### src/sts_pkg.sv
// types and constants of the step timing statistics block
package sts_pkg;

	localparam int TimeWidth  = 32;
	localparam int StampWidth = 63;
	localparam int SumWidth   = 64;
	localparam int FracBits   = 8;
	localparam int MeanWidth  = 40;
	localparam int DivSteps   = MeanWidth;
	localparam int StepCntW   = $clog2(DivSteps);

	localparam logic [TimeWidth-1:0] PeriodReset = TimeWidth'(1000);

	typedef struct packed {
		logic [TimeWidth-1:0]  step_time;
		logic [TimeWidth-1:0]  round_trip_time;
		logic [StampWidth-1:0] scheduled_time;
		logic [StampWidth-1:0] completion_time;
	} in_item_t;

	typedef struct packed {
		logic [TimeWidth-1:0] min_step;
		logic [TimeWidth-1:0] max_step;
		logic [TimeWidth-1:0] min_round_trip;
		logic [TimeWidth-1:0] max_round_trip;
		logic [MeanWidth-1:0] mean_step;
		logic [MeanWidth-1:0] mean_round_trip;
		logic [TimeWidth-1:0] miss_count;
		logic [TimeWidth-1:0] worst_lateness;
		logic [TimeWidth-1:0] step_count;
	} out_item_t;

	typedef enum logic [7:0] {
		ST_IDLE = 8'b0000_0001,
		ST_ACC  = 8'b0000_0010,
		ST_LATE = 8'b0000_0100,
		ST_MISS = 8'b0000_1000,
		ST_LOAD = 8'b0001_0000,
		ST_CHK  = 8'b0010_0000,
		ST_DIV  = 8'b0100_0000,
		ST_FIN  = 8'b1000_0000
	} state_t;

endpackage

### src/sts_if.sv
// handshake channel interfaces of the step timing statistics block
interface sts_in_if;
	logic               valid;
	logic               ready;
	sts_pkg::in_item_t  data;
	modport source (output valid, output data, input ready);
	modport sink (input valid, input data, output ready);
endinterface

interface sts_out_if;
	logic               valid;
	logic               ready;
	sts_pkg::out_item_t data;
	modport source (output valid, output data, input ready);
	modport sink (input valid, input data, output ready);
endinterface

interface sts_cfg_if;
	logic                               valid;
	logic                               ready;
	logic [sts_pkg::TimeWidth-1:0]      data;
	modport source (output valid, output data, input ready);
	modport sink (input valid, input data, output ready);
endinterface

### src/step_timing_statistics.sv
// step timing statistics: running extrema, means, deadline misses and step count
// One item (step time, round-trip time, scheduled start, completion stamp) is taken when
// sample.ready is high; ready then stays low until the item's statistics are loaded into
// the output register, so a new item is taken only after the last one is through.
// Both means come from one shared 32-bit restoring divider step, 40 quotient bits per mean
// plus a load and an overflow check each; a mean whose quotient overflows 40 bits skips its
// steps and saturates. The result waits in the output register until taken while the next
// item is already being worked on.
// The period register is to be written through cfg only while the block is idle; the block
// itself does not enforce this, and cfg.ready is always high.
module step_timing_statistics (
	input  logic  clk,
	input  logic  arst_n,
	sts_in_if.sink    sample,
	sts_out_if.source stats,
	sts_cfg_if.sink   cfg
);

	localparam int TW = sts_pkg::TimeWidth;
	localparam int SW = sts_pkg::SumWidth;
	localparam int MW = sts_pkg::MeanWidth;
	localparam int FB = sts_pkg::FracBits;

	sts_pkg::state_t state_q;

	logic [TW-1:0] period_q;
	sts_pkg::in_item_t item_q;

	logic [TW-1:0] min_step_q, max_step_q, min_rtt_q, max_rtt_q;
	logic [SW-1:0] step_sum_q, rtt_sum_q;
	logic [TW-1:0] miss_q, late_max_q, count_q;
	logic [SW-1:0] deadline_q;
	logic          missed_q;
	logic [TW-1:0] late_q;

	logic                         sel_q;
	logic [TW-1:0]                rem_q;
	logic [MW-1:0]                sh_q;
	logic [MW-1:0]                quo_q;
	logic [sts_pkg::StepCntW-1:0] cnt_q;
	logic [MW-1:0]                mean_step_q;
	logic [MW-1:0]                mean_rtt_q;

	logic               out_valid_q;
	sts_pkg::out_item_t out_q;

	logic [SW:0]   step_add, rtt_add, late_diff;
	logic [SW-1:0] cur_sum;
	logic [TW:0]   unit_a;
	logic [TW+1:0] unit_diff;
	logic          unit_ge;
	logic [MW-1:0] div_result;
	logic          first;

	assign sample.ready = state_q == sts_pkg::ST_IDLE;
	assign cfg.ready    = 1'b1;
	assign stats.valid  = out_valid_q;
	assign stats.data   = out_q;

	assign first     = count_q == '0;
	assign step_add  = {1'b0, step_sum_q} + {{(SW-TW+1){1'b0}}, item_q.step_time};
	assign rtt_add   = {1'b0, rtt_sum_q} + {{(SW-TW+1){1'b0}}, item_q.round_trip_time};
	assign late_diff = {{(SW-sts_pkg::StampWidth+1){1'b0}}, item_q.completion_time}
		- {1'b0, deadline_q};
	assign cur_sum   = sel_q ? rtt_sum_q : step_sum_q;

	// shared subtractor: overflow check on the high half, then one quotient bit a cycle
	always_comb begin
		if (state_q == sts_pkg::ST_CHK) begin
			unit_a = {1'b0, rem_q};
		end else begin
			unit_a = {rem_q, sh_q[$high(sh_q)]};
		end
		unit_diff = {1'b0, unit_a} - {2'b0, count_q};
		unit_ge   = !unit_diff[TW+1];
	end

	assign div_result = {quo_q[MW-2:0], unit_ge};

	always_ff @(posedge clk or negedge arst_n) begin
		if (!arst_n) begin
			period_q <= sts_pkg::PeriodReset;
		end else if (cfg.valid) begin
			period_q <= cfg.data;
		end
	end

	always_ff @(posedge clk or negedge arst_n) begin
		if (!arst_n) begin
			state_q     <= sts_pkg::ST_IDLE;
			out_valid_q <= 1'b0;
			min_step_q  <= '0;
			max_step_q  <= '0;
			min_rtt_q   <= '0;
			max_rtt_q   <= '0;
			step_sum_q  <= '0;
			rtt_sum_q   <= '0;
			miss_q      <= '0;
			late_max_q  <= '0;
			count_q     <= '0;
			sel_q       <= 1'b0;
			cnt_q       <= '0;
		end else begin
			if (stats.valid && stats.ready && state_q != sts_pkg::ST_FIN) begin
				out_valid_q <= 1'b0;
			end
			case (state_q)
				sts_pkg::ST_IDLE: begin
					if (sample.valid) begin
						state_q <= sts_pkg::ST_ACC;
					end
				end
				sts_pkg::ST_ACC: begin
					if (first || item_q.step_time < min_step_q) begin
						min_step_q <= item_q.step_time;
					end
					if (first || item_q.step_time > max_step_q) begin
						max_step_q <= item_q.step_time;
					end
					if (first || item_q.round_trip_time < min_rtt_q) begin
						min_rtt_q <= item_q.round_trip_time;
					end
					if (first || item_q.round_trip_time > max_rtt_q) begin
						max_rtt_q <= item_q.round_trip_time;
					end
					step_sum_q <= step_add[SW] ? '1 : step_add[SW-1:0];
					rtt_sum_q  <= rtt_add[SW] ? '1 : rtt_add[SW-1:0];
					if (count_q != '1) begin
						count_q <= count_q + TW'(1);
					end
					state_q <= sts_pkg::ST_LATE;
				end
				sts_pkg::ST_LATE: begin
					state_q <= sts_pkg::ST_MISS;
				end
				sts_pkg::ST_MISS: begin
					if (missed_q) begin
						if (miss_q != '1) begin
							miss_q <= miss_q + TW'(1);
						end
						if (late_q > late_max_q) begin
							late_max_q <= late_q;
						end
					end
					sel_q   <= 1'b0;
					state_q <= sts_pkg::ST_LOAD;
				end
				sts_pkg::ST_LOAD: begin
					cnt_q   <= '0;
					state_q <= sts_pkg::ST_CHK;
				end
				sts_pkg::ST_CHK: begin
					if (unit_ge) begin
						// quotient does not fit in the mean field
						if (sel_q) begin
							state_q <= sts_pkg::ST_FIN;
						end else begin
							sel_q   <= 1'b1;
							state_q <= sts_pkg::ST_LOAD;
						end
					end else begin
						state_q <= sts_pkg::ST_DIV;
					end
				end
				sts_pkg::ST_DIV: begin
					cnt_q <= cnt_q + sts_pkg::StepCntW'(1);
					if (cnt_q == sts_pkg::StepCntW'(sts_pkg::DivSteps - 1)) begin
						if (sel_q) begin
							state_q <= sts_pkg::ST_FIN;
						end else begin
							sel_q   <= 1'b1;
							state_q <= sts_pkg::ST_LOAD;
						end
					end
				end
				sts_pkg::ST_FIN: begin
					if (!out_valid_q || stats.ready) begin
						out_valid_q <= 1'b1;
						state_q     <= sts_pkg::ST_IDLE;
					end
				end
				default: begin
					state_q <= sts_pkg::ST_IDLE;
				end
			endcase
		end
	end

	// datapath registers, no reset
	always_ff @(posedge clk) begin
		if (state_q == sts_pkg::ST_IDLE && sample.valid) begin
			item_q <= sample.data;
		end
		if (state_q == sts_pkg::ST_ACC) begin
			deadline_q <= {1'b0, item_q.scheduled_time} + {{(SW-TW){1'b0}}, period_q};
		end
		if (state_q == sts_pkg::ST_LATE) begin
			missed_q <= !late_diff[SW] && (late_diff[SW-1:0] != '0);
			late_q   <= (late_diff[SW-1:TW] != '0) ? '1 : late_diff[TW-1:0];
		end
		if (state_q == sts_pkg::ST_LOAD) begin
			rem_q <= cur_sum[SW-1:SW-TW];
			sh_q  <= {cur_sum[SW-TW-1:0], {FB{1'b0}}};
		end
		if (state_q == sts_pkg::ST_CHK && unit_ge) begin
			if (sel_q) begin
				mean_rtt_q <= '1;
			end else begin
				mean_step_q <= '1;
			end
		end
		if (state_q == sts_pkg::ST_DIV) begin
			rem_q <= unit_ge ? unit_diff[TW-1:0] : unit_a[TW-1:0];
			sh_q  <= {sh_q[$high(sh_q)-1:0], 1'b0};
			quo_q <= div_result;
			if (cnt_q == sts_pkg::StepCntW'(sts_pkg::DivSteps - 1)) begin
				if (sel_q) begin
					mean_rtt_q <= div_result;
				end else begin
					mean_step_q <= div_result;
				end
			end
		end
		if (state_q == sts_pkg::ST_FIN && (!out_valid_q || stats.ready)) begin
			out_q.min_step        <= min_step_q;
			out_q.max_step        <= max_step_q;
			out_q.min_round_trip  <= min_rtt_q;
			out_q.max_round_trip  <= max_rtt_q;
			out_q.mean_step       <= mean_step_q;
			out_q.mean_round_trip <= mean_rtt_q;
			out_q.miss_count      <= miss_q;
			out_q.worst_lateness  <= late_max_q;
			out_q.step_count      <= count_q;
		end
	end

endmodule

### src/flat_wrapper.sv
// flat-port wrapper written by rule: the top's interface ports become plain ports
module step_timing_statistics_flat 
  (clk, arst_n, sample_valid, sample_data, sample_ready, stats_valid, stats_data, stats_ready, cfg_valid, cfg_data, cfg_ready);
  sts_in_if sample_i ();
  sts_out_if stats_i ();
  sts_cfg_if cfg_i ();
  input  logic clk;
  input  logic arst_n;
  input wire logic [$bits(sample_i.valid)-1:0] sample_valid;
  input wire logic [$bits(sample_i.data)-1:0] sample_data;
  output wire logic [$bits(sample_i.ready)-1:0] sample_ready;
  output wire logic [$bits(stats_i.valid)-1:0] stats_valid;
  output wire logic [$bits(stats_i.data)-1:0] stats_data;
  input wire logic [$bits(stats_i.ready)-1:0] stats_ready;
  input wire logic [$bits(cfg_i.valid)-1:0] cfg_valid;
  input wire logic [$bits(cfg_i.data)-1:0] cfg_data;
  output wire logic [$bits(cfg_i.ready)-1:0] cfg_ready;
  assign sample_i.valid = sample_valid;
  assign sample_i.data = sample_data;
  assign sample_ready = sample_i.ready;
  assign stats_valid = stats_i.valid;
  assign stats_data = stats_i.data;
  assign stats_i.ready = stats_ready;
  assign cfg_i.valid = cfg_valid;
  assign cfg_i.data = cfg_data;
  assign cfg_ready = cfg_i.ready;
  step_timing_statistics u_core (.clk(clk), .arst_n(arst_n), .sample(sample_i), .stats(stats_i), .cfg(cfg_i));
endmodule
### config.mk
export PLATFORM = sky130hd
export DESIGN_NAME = step_timing_statistics_flat
export DESIGN_NICKNAME = d
export VERILOG_FILES = /design/src/sts_pkg.sv /design/src/sts_if.sv /design/src/step_timing_statistics.sv /design/src/flat_wrapper.sv
export SDC_FILE = /design/constraint.sdc
export NUM_CORES = 2
export LEC_CHECK = 0
export CORE_MARGIN = 2
export CORE_UTILIZATION = 50
export DETAILED_ROUTE_END_ITERATION = 16
export DONT_BUFFER_PORTS = 1
export PLACE_DENSITY = 0.65
export SYNTH_ARGS = -nofsm -noshare
export SYNTH_HDL_FRONTEND = slang
export SYNTH_SLANG_ARGS = --single-unit
### constraint.sdc
create_clock -name clk -period 30.9 [get_ports clk]
set_input_delay 1.545 -clock clk [delete_from_list [all_inputs] [get_ports clk]]
set_output_delay 1.545 -clock clk [all_outputs]
set_load 0.01 [all_outputs]
* Word level (Yosys, flattened, before mapping)
Cells that the tools add are included.
** Operators by class
- Magnitude comparators :: 5
- Divide/modulo/power cells :: 0
- Add/subtract/negate cells :: 8
- Shifts and indexed selects :: 0
- Reductions and logical operators :: 28
- $mul :: 0
- Muxes and demuxes :: 32
- Equality and inequality tests :: 16
- Bitwise gates (word level) :: 0
** Operators with widths (count)
- $mux W40 :: 12
- $mux W64 :: 3
- $add A64 B32 Y65 :: 2
- $gt A32 B32 Y1 :: 3
- $mux W32 :: 3
- $sub A63 B64 Y65 :: 1
- $add A32 B1 Y32 const B :: 2
- $add A63 B32 Y64 :: 1
- $lt A32 B32 Y1 :: 2
- $ne A32 B32 Y1 const B :: 2
- $pmux W8 S8 :: 1
- $reduce_bool A64 Y1 :: 1
- $mux W8 :: 5
- $sub A33 B32 Y34 :: 1
- $mux W33 :: 1
- $logic_not A32 Y1 :: 1
- $reduce_bool A32 Y1 :: 1
- $pmux W6 S2 :: 1
- $reduce_and A3 Y1 :: 4
- $reduce_and A2 Y1 :: 5
- $eq A8 B1 Y1 const B :: 1
- $eq A8 B2 Y1 const B :: 1
- $eq A8 B3 Y1 const B :: 1
- $eq A8 B4 Y1 const B :: 1
- 15 further kinds :: 33
** Word-level totals
- Memory bits (read-only) :: 0
- Input port bits :: 227
- RAM bits :: 0
- Memories :: 0
- Word-level logic and storage cells :: 125
- Latch bits :: 0
- Output and inout port bits :: 307
- Register bits :: 1174

* Longest topological paths before layout
- Depth after elaboration :: 9
- Mapped depth :: 21
- Mapped depth without buffers :: 18

* Worst setup path before layout
No wires, ideal clock.
- Path kind :: in2reg
- Start point :: input stats_ready
- End point :: register u_core.out_q (netlist bit u_core.stats.data[0]), enable pin
- Required time :: 29892 ps
- Path slack :: 14915 ps
- Stages :: 2
- Data arrival time :: 14978 ps
- Path buffers :: 0
- Setup time :: 1008 ps
- Path through :: nand2b_1 > nor2b_1
** Between the ends
- Longest elaborated chain between the ends :: 2
** Ends and longest elaborated chain
- from (decl) :: RTL line flat_wrapper.sv:14 : input wire logic [$bits(stats_i.ready)-1:0] stats_ready;
- $logic_or A1 B1 Y1 :: RTL line step_timing_statistics.sv:224 : if (state_q == sts_pkg::ST_FIN && (!out_valid_q || stats.ready)) begin
- $logic_and A1 B1 Y1 :: RTL line step_timing_statistics.sv:224
- to (decl) :: RTL line step_timing_statistics.sv:45 : sts_pkg::out_item_t out_q;
Every way passes these cells.
A chain may end at the register's enable or synchronous reset.

==> reports/summary.txt <==
r2r startpoint = u_core.state_q[1]
Final Routed Wirelength = 163000 microns
die area = 124000 sq um
CTS root buffer = clkbuf_16
Resized Gates After CTS = 0
number of synthesized flops with an enable pin = 774
starting density of the core = 50.5%
Net Sw Frac = 35.6%
Post-synth top flop = edfxtp_1
Setup CP Type = flip-flop to flip-flop
Worst Reg-to-Reg Cells = 17
WHS = 443 ps
worst hold path type = flip-flop to flip-flop
Seq/Total Area, Yosys = 54.9%
initial drt markers = 3536
f_max = 0.180 GHz
Slew HR = -6.76%
Cell Rows = 127
Mapped Avg Cell Area = 11.7 sq um
fin crit period = 5560 ps
P_leak = 26.5 nW
Clock power frac = 27.4%
status = finished, violations left
Worst R2R Setup Slack = 25340 ps
Synth cell types = 115
# setup viols final = 0
vias in the first global route = 39909
share of layout cells above drive strength 1 = 10.8%
failing checks = max-slew violations
Core ar. = 120000 sq um
Vias = 41886
final cycle utilization of the critical path = 18.0%
Cells after Synth = 5204
DR WL met3 = 14100 microns
Die W = 352 microns
Congestion Overflow GR = 0
length of the first detailed-routing pass in iterations = 5
largest net degree at the start of global routing = 401
Comb power frac = 33.5%
most common cell after layout, fill and taps aside = edfxtp_1
final core occ = 55.3%
Final TNS setup = 0 ps
crit-path cells = or4_1, nor3_1, nand3b_1, buf_4, mux2_2, ha_1, nor2b_1, o21ai_0, a21boi_1, o311a_1, o21ai_1, o21a_1, o21a_1, o41ai_4, nor2b_4, a21o_1, a22o_1
RSZ-0062 raised after global routing = false
Post-Syn Area = 60600 sq um
Layout Nets = 5761
Cell Int Power = 0.00358 W
Ports = 534
Slew Viols, Final = 61
Synth async-reset ratio = 34.1%
CTS buffer count = 130
Max-Cap Viols = 0
initial antenna violation count = 51
Synth Register Bits = 1174
clk buf depth = 3
Post-CTS Setup Inserts = 0
clk_lat worst skew = 780 ps
Fin. Hold Viols = 0
Top Metal Used = met5
Port Buffer Count = 0
slew of the pin with the lowest slew margin = 1600 ps
Most common cell on crit path = o21a_1
leading cell types in the layout, fill and taps excluded = edfxtp_1 (774), dfrtp_1 (392), ha_1 (353), inv_1 (327), nand2_1 (314)
Die Y = 352 microns
Worst path slowest cell = nor2b_4
endpoint class of the critical path = flip-flop
area grow syn2layout = 9.55%
hold path cells = 0
HP Start = u_core.max_rtt_q[1]
net switching power = 0.00198 W
PwrDens = 83.8 nW/um^2
Hold-fix buffers, CTS = 0
Met2 Wirelength = 71800 microns
Fillers = 10207
Global Route Usage Sum = 25.8%
yosys warns = 0
TritonCTS clock tree = built
met1 wire length = 73500 microns
Crit. Startpoint = u_core.state_q[1]
GP Congestion = 0.960
Net Count, Synth = 5789
critical path data required time = 31510 ps
max incr delay on CP = 970 ps
H-tree depth = 4
DRC = 0
Routed WL per cell = 23.6 microns
clk sink count = 1174
Worst-path clk slew = 70 ps
Worst Setup Start Kind = flip-flop
CP max FO = 40
register share of total power = 39.1%
Clock Skew = 41.2 ps
post-route ant nets = 0
WHS Endpoint = u_core.stats.data[177]
post-DP HPWL = 118000 microns
first-pass GRT wire length = 248000 microns
Vias per Instance = 6.07
VDD IR-drop max = 0.0552 mV
CP arrival = 6180 ps
==> final cells by class <==
type / count / area, sq um / area share, %
well taps: 1612 / 2020 / 3.04
diodes: 12 / 30.0 / 0.0452
clock buffers: 166 / 3510 / 5.29
flip-flops and latches: 1174 / 33300 / 50.1
repair buffers: 41 / 333 / 0.501
multi-input cells: 3499 / 25300 / 38.2
inverters: 330 / 1240 / 1.87
clock inverters: 70 / 684 / 1.03
==> metrics by stage <==
step                area [sq um]  total power [W]  worst slack, ps  cells
global placement           62200          0.00400            25420   6656
global route               66400          0.00589            24990   6899
finish                     66400          0.00556            25340   6904
CTS                        66400          0.00558            25370   6892
detailed placement         62200          0.00403            25380   6656
floorplan                  60600          0.00354            14910   5204
==> synth_stat cells (73+ instances only) <==
cell type | n | share of area, %
inv_1 | 329 | 2.0
ha_1 | 353 | 7.3
nand3_1 | 179 | 1.5
mux2i_1 | 73 | 1.2
mux2_2 | 197 | 3.7
dfrtp_1 | 393 | 16
nor2_1 | 290 | 1.8
clkbuf_1 | 132 | 0.82
xor2_1 | 100 | 1.4
a21oi_1 | 288 | 2.4
nand2_1 | 316 | 2.0
edfxtp_1 | 774 | 38
nand4_1 | 106 | 1.1
a31oi_1 | 128 | 1.3
nor3_1 | 73 | 0.60
a22o_1 | 82 | 1.2
o21ai_0 | 172 | 1.4
a21o_1 | 210 | 2.6
xnor2_1 | 142 | 2.1
==> cells by family (layout without fill, tap and decap cells) <==
logic type,count (synthesis),in the layout,share of synthesized area [%]
adders and majority gates,358,358,7.45
muxes,272,272,4.90
buffers and inverters,531,607,3.55
DFF,1174,1174,54.9
and+or+nand+nor,1368,1368,11.7
other,1,13,0.00618
AOI/OAI and AO/OA,1258,1258,14.0
xor gates and xnor gates,242,242,3.50
==> power groups by stage <==
stage	Clock (W)	Combinational (W)	Sequential (W)
floorplan	0	0.00142	0.00212
global placement	0	0.00180	0.00220
detailed placement	0	0.00183	0.00220
CTS	0.00156	0.00185	0.00217
global route	0.00163	0.00207	0.00220
finish	0.00153	0.00186	0.00217
==> worst max-delay path: cells and delay by family, from the launching register on <==
family | cells | cell delay [ps]
AOI/OAI and AO/OA | 9 | 1880
adders and majority gates | 1 | 270
buffers and inverters | 1 | 300
DFF | 1 | 440
muxes | 1 | 390
and+or+nand+nor | 5 | 2040
==> how the worst max path moves through the flow <==
| stage | end | slack (ps) |
|---|---|---|
| finish | flip-flop | 25340 |
| global route | u_core.state_q[4] | 24990 |
| CTS | flip-flop | 25370 |
| detailed placement | flip-flop | 25380 |
| global placement | flip-flop | 25420 |
| floorplan | u_core.stats.data[0] | 14910 |
==> registers in the layout (all words and copies together), names as in the netlist, named ones only <==
name                cells
u_core.period_q        32
u_core.stats.data     304
u_core.cnt_q            6
u_core.quo_q           39
u_core.max_step_q      32
u_core.late_q          32
u_core.min_step_q      32
u_core.state_q          8
u_core.sel_q            1
u_core.max_rtt_q       32
u_core.rem_q           32
u_core.miss_q          32
u_core.late_max_q      32
u_core.count_q         32
u_core.rtt_sum_q       64
u_core.sh_q            32
u_core.missed_q         1
u_core.stats.valid      1
u_core.min_rtt_q       32
u_core.step_sum_q      64
u_core.item_q         190
u_core.deadline_q      64
==> metal layers <==
metal,GRT usage (%),up-vias
li1,-,19448
met3,7.60,271
met5,0,-
met2,38.7,1468
met4,6.21,62
met1,36.8,20637
(Power assumes the default switching activity.)
